## config.mk

```make
export PLATFORM = sky130hd
export DESIGN_NAME = control_change_coalescer_unit
export DESIGN_NICKNAME = d
export VERILOG_FILES = /design/src/ccc_pkg.sv /design/src/ccc_ram.sv /design/src/control_change_coalescer_unit.sv
export VERILOG_INCLUDE_DIRS = /design/src /design/src/src
export SDC_FILE = /design/constraint.sdc
export NUM_CORES = 1
export LEC_CHECK = 0
export BUFFER_PORTS_ARGS = -buffer_cell sky130_fd_sc_hd__buf_2
export CAP_MARGIN = 20
export CORE_MARGIN = 3
export CORE_UTILIZATION = 45
export DETAILED_ROUTE_END_ITERATION = 16
export GPL_TIMING_DRIVEN = 0
export HOLD_SLACK_MARGIN = 0.08
export PLACE_DENSITY_LB_ADDON = 0.3
export REMOVE_ABC_BUFFERS = 1
export SKIP_CTS_REPAIR_TIMING = 1
export SLEW_MARGIN = 20
export SYNTH_ARGS = -nofsm -noshare
export SYNTH_HDL_FRONTEND = slang
export SYNTH_SLANG_ARGS = --single-unit
```

## constraint.sdc

```tcl
create_clock -name clk -period 6.89 [get_ports clk]
set_clock_uncertainty 0.05 [all_clocks]
set_input_delay 0.3445 -clock clk [delete_from_list [all_inputs] [get_ports clk]]
set_output_delay 0.3445 -clock clk [all_outputs]
set_load 0.02 [all_outputs]
```

## src/control_change_coalescer_unit_assert.svh

```systemverilog
// ----------------------------------------------------------------------------
// Control change coalescer assertion macros
// Shared concurrent assertion forms, empty under synthesis.
// ----------------------------------------------------------------------------
`ifndef CONTROL_CHANGE_COALESCER_UNIT_ASSERT_SVH
`define CONTROL_CHANGE_COALESCER_UNIT_ASSERT_SVH
`ifndef SYNTHESIS
`define CCCU_ASSERT(name, prop, msg) \
  name: assert property (@(posedge clk) disable iff (rst) (prop)) else $error(msg);
`define CCCU_ASSERT_NEXT(name, ante, cons, msg) \
  name: assert property (@(posedge clk) disable iff (rst) (ante) |=> (cons)) else $error(msg);
`else
`define CCCU_ASSERT(name, prop, msg)
`define CCCU_ASSERT_NEXT(name, ante, cons, msg)
`endif
`endif

```

## src/ccc_pkg.sv

```systemverilog
// ----------------------------------------------------------------------------
// Control change coalescer package
// Widths, command codes and register indexes.
// ----------------------------------------------------------------------------
package ccc_pkg;

  localparam int SLOTS_DEF  = 64;
  localparam int CTL_W      = 7;
  localparam int CH_W       = 4;
  localparam int KEY_W      = CTL_W + CH_W;
  localparam int VAL_W      = 7;
  localparam int CMD_W      = 2;
  localparam int INTERVAL_W = 16;
  localparam int CFG_IDX_W  = 2;
  localparam int CFG_DATA_W = 16;

  localparam logic [CMD_W-1:0] CMD_EVENT = 2'd0;
  localparam logic [CMD_W-1:0] CMD_TICK  = 2'd1;
  localparam logic [CMD_W-1:0] CMD_FLUSH = 2'd2;

  localparam logic [CFG_IDX_W-1:0] REG_ENABLE   = 2'd0;
  localparam logic [CFG_IDX_W-1:0] REG_COALESCE = 2'd1;
  localparam logic [CFG_IDX_W-1:0] REG_INTERVAL = 2'd2;

  localparam logic [INTERVAL_W-1:0] INTERVAL_RST = 16'd16;

endpackage

```

## src/ccc_ram.sv

```systemverilog
// ----------------------------------------------------------------------------
// Generic RAM
// One write port, one read port with registered read data.
// ----------------------------------------------------------------------------
module ccc_ram #(
  parameter int WIDTH = 8,
  parameter int DEPTH = 64,
  localparam int AW = (DEPTH > 1) ? $clog2(DEPTH) : 1
) (
  input  logic             clk,
  input  logic             we,
  input  logic [AW-1:0]    waddr,
  input  logic [WIDTH-1:0] wdata,
  input  logic [AW-1:0]    raddr,
  output logic [WIDTH-1:0] rdata
);

  logic [WIDTH-1:0] mem [DEPTH];

  always_ff @(posedge clk) begin
    if (we) begin
      mem[waddr] <= wdata;
    end
    rdata <= mem[raddr];
  end

endmodule

```

## src/control_change_coalescer_unit.sv

```systemverilog
// ----------------------------------------------------------------------------
// Control change coalescer
// Keyed table of control values with dirty tracking and ordered flushes.
// ----------------------------------------------------------------------------
// channel  | handshake                 | payload
// ---------+---------------------------+-----------------------------------
// command  | start, busy               | cmd, controller, channel, cc_value
// result   | strobe (one cycle)        | out_controller, out_channel,
//          |                           | out_value, last
// config   | cfg_valid, cfg_ready      | cfg_index, cfg_data
//
// An event scans the table through the key RAM, one slot a cycle. A tick
// without a flush only advances the elapsed count. A flush runs one
// minimum-key pass per dirty entry (one pass if none is dirty). Reset
// clears valid and dirty bits at once; no sweep. Results cannot be stalled.
// ----------------------------------------------------------------------------
`include "control_change_coalescer_unit_assert.svh"

module control_change_coalescer_unit import ccc_pkg::*; #(
  parameter int SLOTS = SLOTS_DEF
) (
  input  logic                  clk,
  input  logic                  rst,
  input  logic                  start,
  output logic                  busy,
  input  logic [CMD_W-1:0]      cmd,
  input  logic [CTL_W-1:0]      controller,
  input  logic [CH_W-1:0]       channel,
  input  logic [VAL_W-1:0]      cc_value,
  output logic                  strobe,
  output logic [CTL_W-1:0]      out_controller,
  output logic [CH_W-1:0]       out_channel,
  output logic [VAL_W-1:0]      out_value,
  output logic                  last,
  input  logic                  cfg_valid,
  output logic                  cfg_ready,
  input  logic [CFG_IDX_W-1:0]  cfg_index,
  input  logic [CFG_DATA_W-1:0] cfg_data
);

  localparam int IDX_W = (SLOTS > 1) ? $clog2(SLOTS) : 1;
  localparam logic [IDX_W-1:0] LAST_IDX = IDX_W'(SLOTS - 1);
  localparam int ENT_W = KEY_W + VAL_W;

  typedef enum logic [1:0] {
    S_IDLE,
    S_EV_SCAN,
    S_FL_SCAN,
    S_FL_EMIT
  } state_t;

  state_t state;

  logic                  enable;
  logic                  coalesce_identical;
  logic [INTERVAL_W-1:0] ui_interval_ms;
  logic [INTERVAL_W-1:0] elapsed_ms;

  logic [SLOTS-1:0] slot_valid;
  logic [SLOTS-1:0] slot_dirty;

  logic [KEY_W-1:0] ev_key;
  logic [VAL_W-1:0] ev_value;

  logic             issue;
  logic [IDX_W-1:0] scan_idx;
  logic             chk;
  logic [IDX_W-1:0] chk_idx;

  logic             have_free;
  logic [IDX_W-1:0] free_idx;

  logic             have_best;
  logic [IDX_W-1:0] best_idx;
  logic [KEY_W-1:0] best_key;
  logic [VAL_W-1:0] best_value;
  logic [1:0]       cnt;

  logic [ENT_W-1:0] rdata;
  logic [KEY_W-1:0] rd_key;
  logic [VAL_W-1:0] rd_val;
  logic             chk_valid;
  logic             chk_dirty;
  logic             ev_hit;
  logic             ev_end;
  logic             can_place;
  logic [IDX_W-1:0] place_idx;
  logic             ram_we;
  logic [IDX_W-1:0] ram_waddr;
  logic             fl_take;
  logic             fl_better;
  logic             accept;
  logic [INTERVAL_W:0] tick_count;

  ccc_ram #(
    .WIDTH (ENT_W),
    .DEPTH (SLOTS)
  ) u_slot_ram (
    .clk   (clk),
    .we    (ram_we),
    .waddr (ram_waddr),
    .wdata ({ev_key, ev_value}),
    .raddr (scan_idx),
    .rdata (rdata)
  );

  assign busy      = (state != S_IDLE);
  assign cfg_ready = 1'b1;
  assign accept    = start && !busy;
  assign rd_key    = rdata[ENT_W-1:VAL_W];
  assign rd_val    = rdata[VAL_W-1:0];
  assign chk_valid = slot_valid[chk_idx];
  assign chk_dirty = slot_dirty[chk_idx];
  assign tick_count = {1'b0, elapsed_ms} + {{INTERVAL_W{1'b0}}, 1'b1};

  always_comb begin
    ev_hit    = (state == S_EV_SCAN) && chk && chk_valid && (rd_key == ev_key);
    ev_end    = (state == S_EV_SCAN) && chk && !ev_hit && (chk_idx == LAST_IDX);
    can_place = have_free || !chk_valid;
    place_idx = have_free ? free_idx : chk_idx;
    ram_we    = (ev_hit && !(coalesce_identical && (rd_val == ev_value))) ||
                (ev_end && can_place);
    ram_waddr = ev_hit ? chk_idx : place_idx;
    fl_take   = (state == S_FL_SCAN) && chk && chk_valid && chk_dirty;
    fl_better = !have_best || (rd_key < best_key);
  end

  always_ff @(posedge clk) begin
    if (rst) begin
      state              <= S_IDLE;
      enable             <= 1'b0;
      coalesce_identical <= 1'b1;
      ui_interval_ms     <= INTERVAL_RST;
      elapsed_ms         <= '0;
      slot_valid         <= '0;
      slot_dirty         <= '0;
      issue              <= 1'b0;
      chk                <= 1'b0;
      strobe             <= 1'b0;
      have_free          <= 1'b0;
      have_best          <= 1'b0;
      cnt                <= '0;
    end else begin
      strobe <= 1'b0;
      chk    <= issue;
      if (issue) begin
        chk_idx <= scan_idx;
        if (scan_idx == LAST_IDX) begin
          issue <= 1'b0;
        end else begin
          scan_idx <= scan_idx + 1'b1;
        end
      end

      if (cfg_valid && cfg_ready) begin
        case (cfg_index)
          REG_ENABLE:   enable             <= cfg_data[0];
          REG_COALESCE: coalesce_identical <= cfg_data[0];
          REG_INTERVAL: ui_interval_ms     <= cfg_data[INTERVAL_W-1:0];
          default: ;
        endcase
      end

      if (ram_we) begin
        slot_valid[ram_waddr] <= 1'b1;
        slot_dirty[ram_waddr] <= 1'b1;
      end

      case (state)
        S_IDLE: begin
          if (accept && enable) begin
            ev_key    <= {controller, channel};
            ev_value  <= cc_value;
            have_free <= 1'b0;
            have_best <= 1'b0;
            cnt       <= '0;
            scan_idx  <= '0;
            chk       <= 1'b0;
            case (cmd)
              CMD_EVENT: begin
                issue <= 1'b1;
                state <= S_EV_SCAN;
              end
              CMD_TICK: begin
                if (tick_count >= {1'b0, ui_interval_ms}) begin
                  elapsed_ms <= '0;
                  issue      <= 1'b1;
                  state      <= S_FL_SCAN;
                end else begin
                  elapsed_ms <= tick_count[INTERVAL_W-1:0];
                end
              end
              CMD_FLUSH: begin
                issue <= 1'b1;
                state <= S_FL_SCAN;
              end
              default: ;
            endcase
          end
        end
        S_EV_SCAN: begin
          if (chk && !chk_valid && !have_free) begin
            have_free <= 1'b1;
            free_idx  <= chk_idx;
          end
          if (ev_hit || ev_end) begin
            issue <= 1'b0;
            state <= S_IDLE;
          end
        end
        S_FL_SCAN: begin
          if (fl_take) begin
            if (cnt != 2'd2) begin
              cnt <= cnt + 2'd1;
            end
            if (fl_better) begin
              have_best  <= 1'b1;
              best_idx   <= chk_idx;
              best_key   <= rd_key;
              best_value <= rd_val;
            end
          end
          if (chk && (chk_idx == LAST_IDX)) begin
            state <= S_FL_EMIT;
          end
        end
        S_FL_EMIT: begin
          if (cnt == 2'd0) begin
            state <= S_IDLE;
          end else begin
            strobe               <= 1'b1;
            out_controller       <= best_key[KEY_W-1:CH_W];
            out_channel          <= best_key[CH_W-1:0];
            out_value            <= best_value;
            last                 <= (cnt == 2'd1);
            slot_dirty[best_idx] <= 1'b0;
            have_best            <= 1'b0;
            cnt                  <= '0;
            if (cnt == 2'd1) begin
              state <= S_IDLE;
            end else begin
              scan_idx <= '0;
              issue    <= 1'b1;
              state    <= S_FL_SCAN;
            end
          end
        end
        default: begin
          state <= S_IDLE;
        end
      endcase
    end
  end

  `CCCU_ASSERT(a_strobe_after_emit, strobe |-> $past(state == S_FL_EMIT), "strobe without emit")
  `CCCU_ASSERT_NEXT(a_strobe_single, strobe, !strobe, "results back to back")
  `CCCU_ASSERT(a_emitted_clean, strobe |-> !slot_dirty[best_idx], "emitted entry still dirty")
  `CCCU_ASSERT(a_last_idle, strobe && last |-> !busy, "busy on last result")

endmodule
```

# After elaboration in Yosys (flattened, before gate mapping)
# Memory sizes are Yosys's and may differ from the RTL's. A register that Yosys moved wholly into a read port is not among the register bits.
# Cells that the tools add are included.
# word_totals
ff_bits	250
ramBits	1152
inputBits	42
elab_cells	171
n_memories	1
# classes
n_addsub	3
n_lt_le_gt_ge	7
n_eq_ne	23
n_mux	55
bitwise_logic	7
n_reduce_logical	50
# memory_table
memory	words	width	read_ports	rd_ports_with_merged_regs	wr	line_no	source
u_slot_ram.mem	64	18	1	1	1	ccc_ram.sv:18	logic [WIDTH-1:0] mem [DEPTH];
# ops
operator	count
$mux 64	4
$or 64x64->64	2
$and 64x64->64	1
$not 64->64	1
$mux 6	7
$lt 6x7->1 const B	3
$mux 1	21
$mux 2	10
$logic_and 1x1->1	18
$add 16x1->17 const B	1
$ge 17x16->1	1
$mux 16	1
$reduce_and 3->1	5
$reduce_and 5->1	3
$bmux 1 s6	2
$demux 1 s6	2
$eq 6x6->1 const B	2
$ge 6x1->1 const B	2
$pmux 2 s3	2
$pmux 6 s2	1
$eq 11x11->1	1
$lt 11x11->1	1
$ne 2x2->1 const B	5
$eq 2x1->1 const B	4
19 further kinds	45

# Logic depth before layout (Yosys ltp)
# Gate-level depths: netlist of the first run.
# depth
depth_word	15
ltp_mapped	16

# By module
# A second synthesis of the first run with hierarchy kept.
# hier_totals
cells_unflattened	3189
hier_area_um2	56987.2
# modules_own_cells
module	instances	cells_per_inst	area_per_inst_um2
ccc_ram	1	2069	44958.1
control_change_coalescer_unit	1	1120	12029.0

# Worst setup path before layout of the first run
# Ideal clock, no wire load.
# synth_timing
kind	register to register
startpoint	register ev_key[5]
endpoint	memory u_slot_ram.mem[60][0] (netlist name), enable pin
arrival_ps	4593
required_ps	6401
slack_ps	1808
path_stages_with_launch	10
n_path_buf	2
period_less_slack_ps	5082
cell_sequence	edfxtp_1 > xnor2_1 > nand4_1 > nor3_1 > nand3_2 > buf_2 > a311oi_4 > nor2_2 > buf_2 > nor4_1
# synth_between
elab_chain_cells	9
elab_cells_between_ends	11
# synth_lines
item	line_no	source
start: declaration	control_change_coalescer_unit.sv:62	logic [KEY_W-1:0] ev_key;
start signal: assignment	control_change_coalescer_unit.sv:172	ev_key <= {controller, channel};
$eq 11x11->1 *	control_change_coalescer_unit.sv:117	ev_hit = (state == S_EV_SCAN) && chk && chk_valid && (rd_key == ev_key);
$logic_and 1x1->1 *	control_change_coalescer_unit.sv:117	
$logic_not 1->1	control_change_coalescer_unit.sv:118	ev_end = (state == S_EV_SCAN) && chk && !ev_hit && (chk_idx == LAST_IDX);
$logic_and 1x1->1 (2 in series)	control_change_coalescer_unit.sv:118	
$logic_and 1x1->1	control_change_coalescer_unit.sv:122	(ev_end && can_place);
$logic_or 1x1->1	control_change_coalescer_unit.sv:121	ram_we = (ev_hit && !(coalesce_identical && (rd_val == ev_value))) ||
$mux 1	ccc_ram.sv:21	if (we) begin
$mux 1 (not written as such)	ccc_ram.sv:22	mem[waddr] <= wdata;
end: declaration	ccc_ram.sv:18	
# Mark *: on every way between the ends. The rest lies on a longest branch, timed or not.

# Worst setup path after layout of the first run
# layout_timing
startpoint	register chk_idx[0]
endpoint	memory u_slot_ram.mem[55][9] (netlist name), enable pin
# layout_between
elab_chain_cells	11
elab_cells_between_ends	17
# layout_lines
item	line_no	source
start: declaration	control_change_coalescer_unit.sv:68	logic [IDX_W-1:0] chk_idx;
start signal: assignment	control_change_coalescer_unit.sv:147	chk_idx <= scan_idx;
$bmux 1 s6	control_change_coalescer_unit.sv:112	assign chk_valid = slot_valid[chk_idx];
$mux 1 (not written as such)	control_change_coalescer_unit.sv:112	
$logic_and 1x1->1 (2 in series)	control_change_coalescer_unit.sv:117	
$logic_not 1->1	control_change_coalescer_unit.sv:118	
$logic_and 1x1->1 (2 in series)	control_change_coalescer_unit.sv:118	
$logic_and 1x1->1	control_change_coalescer_unit.sv:122	
$logic_or 1x1->1	control_change_coalescer_unit.sv:121	
$mux 1	ccc_ram.sv:21	
$mux 1 (not written as such)	ccc_ram.sv:22	
# Parallel ways exist; a longest one is shown, timed or not. The select of a mux whose other input is x is not followed.

==> flow_metrics.env, run 1 <==
export IMPL_grt_pass1_wl_um=215000
export IMPL_post_place_ws_ns=0.626
export IMPL_crit_slowest_cell="edfxtp_1"
export IMPL_synthFlopType="edfxtp_1"
export IMPL_path_clk_slew_ns=0.06
export IMPL_cts_sinks=1420
export IMPL_rsz0062_at_grt="false"
export IMPL_synth_top_family_by_area="multiplexers"
export IMPL_grt_use_total_pct=22.0
export IMPL_antenna_found_initial=6
export IMPL_ios=64
export IMPL_wl_met1_um=60500
export IMPL_place_area_um2=62800
export IMPL_area_growth_pct=18.9
export IMPL_ys_seq_area_share_pct=71.1
export IMPL_post_dp_hpwl_um=95600
export IMPL_first_iter_violations=3612
export IMPL_drc=0
export IMPL_syn_area_um2=57400
export IMPL_synth_cells=3521
export IMPL_crit_type="register to register"
export IMPL_final_cell_area_um2=68200
export IMPL_drt_pass1_iter_count=5
export IMPL_cp_start_kind="register"
export IMPL_met3WireLength_um=11200
export IMPL_fin_util_pct=54.1
export IMPL_die_h_um=363
export IMPL_cts_tree="yes"
export IMPL_wirelength_um=145000
export IMPL_tightest_slew_ns=1.13
export IMPL_drive_gt1_share_pct=21.9
export IMPL_post_drt_via_cell_ratio=5.95
export IMPL_path_buf_inv=9
export IMPL_die_area_um2=132000
export IMPL_dp_cells=5234
export IMPL_synth_edf_count=1231
export IMPL_outcome="completed"
export IMPL_synth_ff_latch_count=1420
export IMPL_wl_per_cell_um=26.2
export IMPL_async_flop_share_pct=0
export IMPL_port_buffers=62
export IMPL_synthAdderAreaFrac_pct=0.851
export IMPL_synth_cell_type_count=80
export IMPL_crit_path_end_kind="register"
export IMPL_dieWidth_um=363
export IMPL_synth_compound_area_share_pct=8.57
export IMPL_insertion_delay_ns=0.77
export IMPL_peakVddDrop_uv=244
export IMPL_core_area_um2=126000
export IMPL_cp_arrival_ns=6.31
export IMPL_grt_pass1_vias=32500
export IMPL_path_cells="buf_8, buf_16, buf_8, mux2i_1, mux4_2, a221oi_4, nand3_2, o211ai_1, and2_1, o211ai_1, buf_4, buf_4, buf_4, buf_4, buf_4, nor2_2, buf_6"
export IMPL_dr_max_layer_used="met5"
export IMPL_clockBufferDepth=3
export IMPL_power_mw=19.2
export IMPL_cts_inserted_buffers=147
export IMPL_drv_slew=0
export IMPL_clockRootBuffer="clkbuf_16"
export IMPL_finalSetupViolCount=0
export IMPL_worst_slack_ns=0.982
export IMPL_cp_max_fo=23
export IMPL_nets=3862
export IMPL_drv_cap=0
export IMPL_fmax_mhz=169
export IMPL_synthMuxAreaShare_pct=13.2
export IMPL_htreeDepth=4
export IMPL_start_util_pct=45.5
export IMPL_period_share_pct=85.8
export IMPL_cpPeakStageDelay_ns=0.78
export IMPL_synth_avg_cell_area_um2=16.3
export IMPL_ys_warn_count=0
export IMPL_grt_max_degree=82
export IMPL_crit_family="buffers and inverters"
export IMPL_num_rows=130
export IMPL_finalHoldViolations=0
export IMPL_routabilityCongestion=0.802
export IMPL_p_leak_nw=22.4
export IMPL_fillers=9684
export IMPL_synth_simple_area_share_pct=3.48
export IMPL_final_cells=5551
export IMPL_via_count=33000
export IMPL_hold_class="input port to register"
export IMPL_setup_tns_final_ns=0
export IMPL_grt_ovfl_total=0
export IMPL_met2WireLength_um=68800
export IMPL_power_density_nw_per_um2=281
export IMPL_synthXorXnorAreaFrac_pct=0.519
export IMPL_ant_nets=0
export IMPL_post_route_min_period_ns=5.91
export IMPL_cp_required_ns=7.29
export IMPL_hold_ws_ns=0.172
export IMPL_slew_limit_headroom_pct=24.3
export IMPL_crit_top_cell="buf_4"
==> cells by family (layout without fill, tap and decap cells) <==
group,Yosys count,in the layout
other,1,5
and+or+nand+nor,421,421
adders and majority gates,39,39
AOI/OAI and AO/OA,754,754
muxes,514,514
xor gates and xnor gates,34,34
DFF,1420,1420
buffers and inverters,338,714
==> routing by layer <==
metal / vias to the layer above / global-route usage [%]
met1: 16900 / 30.7
met3: 266 / 4.10
met5: - / 0
met4: 2 / 8.12
met2: 1330 / 34.8
li1: 14500 / -
==> Yosys cell counts, drive strengths merged, types with 22 or more instances <==
library cell | number | area share (%)
clkbuf | 123 | 0.81
xnor2 | 30 | 0.46
nor2 | 110 | 0.73
mux2i | 254 | 4.4
o22ai | 73 | 0.80
o31ai | 64 | 0.85
mux4 | 187 | 7.3
buf | 81 | 0.63
a21oi | 299 | 2.6
o32ai | 32 | 0.51
nor3 | 29 | 0.25
dfxtp | 189 | 6.6
inv | 134 | 0.88
o2bb2ai | 28 | 0.43
ha | 39 | 0.85
edfxtp | 1231 | 64
nand3 | 22 | 0.20
nand2 | 157 | 1.0
o221ai | 72 | 1.1
mux2 | 73 | 1.4
o21ai | 105 | 0.92
==> worst paths after layout <==
path / startpoint / to / slack (ns) / cells after the start
setup reg to reg: chk_idx[0] / u_slot_ram.mem[55][9] / 0.98 / 17
hold / removal: cmd[1] / issue / 0.17 / 4
hold reg to reg: best_value[2] / out_value[2] / 0.35 / 0
setup / recovery: chk_idx[0] / u_slot_ram.mem[55][9] / 0.98 / 17
==> tightest hold or removal path, cell delays in order <==
cell     delay, ns
buf_2         0.12
ha_1          0.22
o31ai_1       0.10
a32oi_1       0.14
==> cell type report <==
class | instances | area, um^2 | area share, %
sequential | 1420 | 40800 | 59.7
multi-input combinational | 1763 | 15900 | 23.3
timing repair buffer | 315 | 4110 | 6.03
clock buffer | 199 | 4090 | 6.00
tap | 1650 | 2060 | 3.03
clock inverter | 66 | 767 | 1.12
inverter | 134 | 503 | 0.737
antenna | 4 | 10.0 | 0.0147
==> layout by cell type, fill, tap and decap left out, drive strengths merged, types with 73 or more instances in the layout <==
cell type,count
o21ai,105
a21oi,299
dfxtp,189
buf,267
mux2,73
mux2i,254
mux4,187
clkbuf,199
nand2,157
o22ai,73
inv,142
edfxtp,1231
nor2,110
==> where the power goes <==
| part | leakage, nW | internal, mW | switching (mW) | total (mW) |
|---|---|---|---|---|
| sequential | 12.6 | 9.29 | 0.0940 | 9.39 |
| combinational | 7.46 | 0.809 | 1.01 | 1.82 |
| clock | 2.37 | 4.73 | 3.26 | 7.99 |
| total | 22.4 | 14.8 | 4.36 | 19.2 |
==> sequential cells by signal, summed over array words and instances, names as in the netlist, 6 cells and up <==
signal and count:
free_idx 6, ev_key 11, slot_dirty 64, elapsed_ms 16, u_slot_ram.rdata 18, out_controller 7
u_slot_ram.mem 1152, best_idx 6, out_value 7, best_value 7, slot_valid 64, ui_interval_ms 16
ev_value 7, scan_idx 6, best_key 11, chk_idx 6
No activity file was read; power rests on OpenSTA's default activity.
==> inputs of run 2 (changes only) <==
CELL_PAD_IN_SITES_DETAIL_PLACEMENT = 1   (was not set)
CELL_PAD_IN_SITES_GLOBAL_PLACEMENT = 1   (was not set)
REMOVE_ABC_BUFFERS = not set   (was 1)
==> run 2 against run 1 <==
Register-to-register slack worse by 0.17 ns. Utilization down 0.92 points. Setup slack worse by 0.17 ns. Sequential share of layout area up 1.0 points. Combinational power about the same. Power up 0.14%. Largest power group unchanged. Highest routed layer unchanged.
==> flow_metrics.env, run 2 (synthesis gave the netlist of run 1 again) <==
export IMPL_tightest_slew_ns=1.20
export IMPL_routabilityCongestion=0.886
export IMPL_core_area_um2=126000
export IMPL_crit_slowest_cell="a31oi_2"
export IMPL_power_density_nw_per_um2=287
export IMPL_first_iter_violations=3821
export IMPL_drv_cap=0
export IMPL_ios=64
export IMPL_via_count=34500
export IMPL_ant_nets=0
export IMPL_insertion_delay_ns=0.82
export IMPL_finalHoldViolations=0
export IMPL_final_cells=5662
export IMPL_register_area_um2=40700
export IMPL_finalSetupViolCount=0
export IMPL_area_growth_pct=16.9
export IMPL_period_share_pct=88.2
export IMPL_port_buffers=62
export IMPL_start_util_pct=45.5
export IMPL_drc=0
export IMPL_p_leak_nw=21.9
export IMPL_grt_pass1_wl_um=252000
export IMPL_drt_pass1_iter_count=6
export IMPL_drv_slew=0
export IMPL_multiInputGateArea_um2=15700
export IMPL_rsz0062_at_grt="false"
export IMPL_clockBufferDepth=3
export IMPL_cp_arrival_ns=6.52
export IMPL_post_route_min_period_ns=6.07
export IMPL_nets=3970
export IMPL_crit_type="register to register"
export IMPL_met3WireLength_um=12900
export IMPL_path_cells="buf_16, buf_8, xnor2_1, nand4_1, nor3_1, o211ai_2, buf_2, a31oi_2, o21ai_2, nor3_2, buf_4, buf_4"
export IMPL_diodes=0
export IMPL_fmax_mhz=165
export IMPL_cp_start_kind="register"
export IMPL_largestRegisters="u_slot_ram.mem (1152), slot_dirty (64), slot_valid (64)"
export IMPL_die_h_um=363
export IMPL_cts_sinks=1420
export IMPL_antenna_found_initial=7
export IMPL_peakVddDrop_uv=332
export IMPL_post_drt_via_cell_ratio=6.09
export IMPL_final_cell_area_um2=67100
export IMPL_hold_class="input port to register"
export IMPL_wl_met1_um=70800
export IMPL_die_area_um2=132000
export IMPL_wirelength_um=175000
export IMPL_dr_max_layer_used="met5"
export IMPL_post_dp_hpwl_um=121000
export IMPL_cp_required_ns=7.34
export IMPL_layout_common_cells="edfxtp_1 (1231), a21oi_1 (298), mux2i_1 (254), dfxtp_1 (189), mux4_2 (187)"
export IMPL_grt_use_total_pct=26.4
export IMPL_dp_cells=5345
export IMPL_dieWidth_um=363
export IMPL_slew_limit_headroom_pct=19.4
export IMPL_cpPeakStageDelay_ns=0.90
export IMPL_final_common_cell="edfxtp_1"
export IMPL_regMostFlops="u_slot_ram.mem"
export IMPL_crit_family="compound AO/OA/AOI/OAI gates"
export IMPL_cp_max_fo=17
export IMPL_cts_inserted_buffers=150
export IMPL_place_area_um2=61700
export IMPL_htreeDepth=4
export IMPL_clockRootBuffer="clkbuf_16"
export IMPL_outcome="completed"
export IMPL_crit_top_cell="buf_4"
export IMPL_cts_tree="yes"
export IMPL_fillers=11800
export IMPL_path_buf_inv=5
export IMPL_grt_max_degree=26
export IMPL_setup_tns_final_ns=0
export IMPL_largest_reg_flops=1152
export IMPL_syn_nets=3602
export IMPL_met2WireLength_um=84500
export IMPL_grt_ovfl_total=0
export IMPL_num_rows=130
export IMPL_grt_pass1_vias=35500
export IMPL_drive_gt1_share_pct=20.0
export IMPL_wl_per_cell_um=30.9
export IMPL_crit_path_end_kind="register"
export IMPL_path_clk_slew_ns=0.06
-- run 2: cell types whose count changed in the layout (fill, tap and decap cells not counted), sizes merged --
cell and change:
clkinvlp +4, diode -4, dlygate4sd3 -7, clkinv +29
bufinv -3, clkbuf +110, inv -4, buf -14
-- run 2: path summary, 6_finish.rpt --
check           startpoint                    end  slack (ns)  depth (start not counted)
max reg2reg      ev_key[1]  u_slot_ram.mem[59][9]        0.82                         12
min                    rst         slot_valid[58]        0.12                          4
min reg2reg  best_value[5]           out_value[5]        0.38                          0
max              ev_key[1]  u_slot_ram.mem[59][9]        0.82                         12
-- run 2: stage by stage --
stage	hold WS [ns]	util [%]	power [mW]	setup slack, ns
2_1_floorplan	0.350	-	10.6	1.81
3_3_place_gp	0.355	47.4	11.3	-2.43
3_5_place_dp	0.356	49.0	11.3	1.07
4_1_cts	-0.394	52.8	19.3	0.990
5_1_grt	0.117	53.2	19.8	0.670
6_report	0.125	53.2	19.2	0.816
-- run 2: final cells by class --
class | count | area share (%)
Buffer | 204 | 1.25
Inverter | 134 | 0.750
Multi-Input combinational cell | 1763 | 23.4
Sequential cell | 1420 | 60.8
Tap cell | 1650 | 3.08
Clock inverter | 92 | 1.45
Clock buffer | 183 | 5.83
Timing Repair Buffer | 216 | 3.47
-- run 2: worst reg2reg max path: stages, from the launching register on --
cell and delay (ns):
edfxtp_1 0.89, buf_16 0.24, buf_8 0.21, xnor2_1 0.19
nand4_1 0.11, nor3_1 0.72, o211ai_2 0.44, buf_2 0.34
a31oi_2 0.90, o21ai_2 0.52, nor3_2 0.59, buf_4 0.32
buf_4 0.23
-- run 2: metal layers --
| metal | global-route usage, % | vias up |
|---|---|---|
| met4 | 10.5 | 8 |
| met1 | 35.5 | 18000 |
| met2 | 42.8 | 1409 |
| met5 | 0 | - |
| li1 | - | 14800 |
| met3 | 4.87 | 325 |
-- run 2: where the power goes --
part | internal (mW) | switching, mW
clock | 4.54 | 3.47
combinational | 0.664 | 1.16
sequential | 9.29 | 0.0952
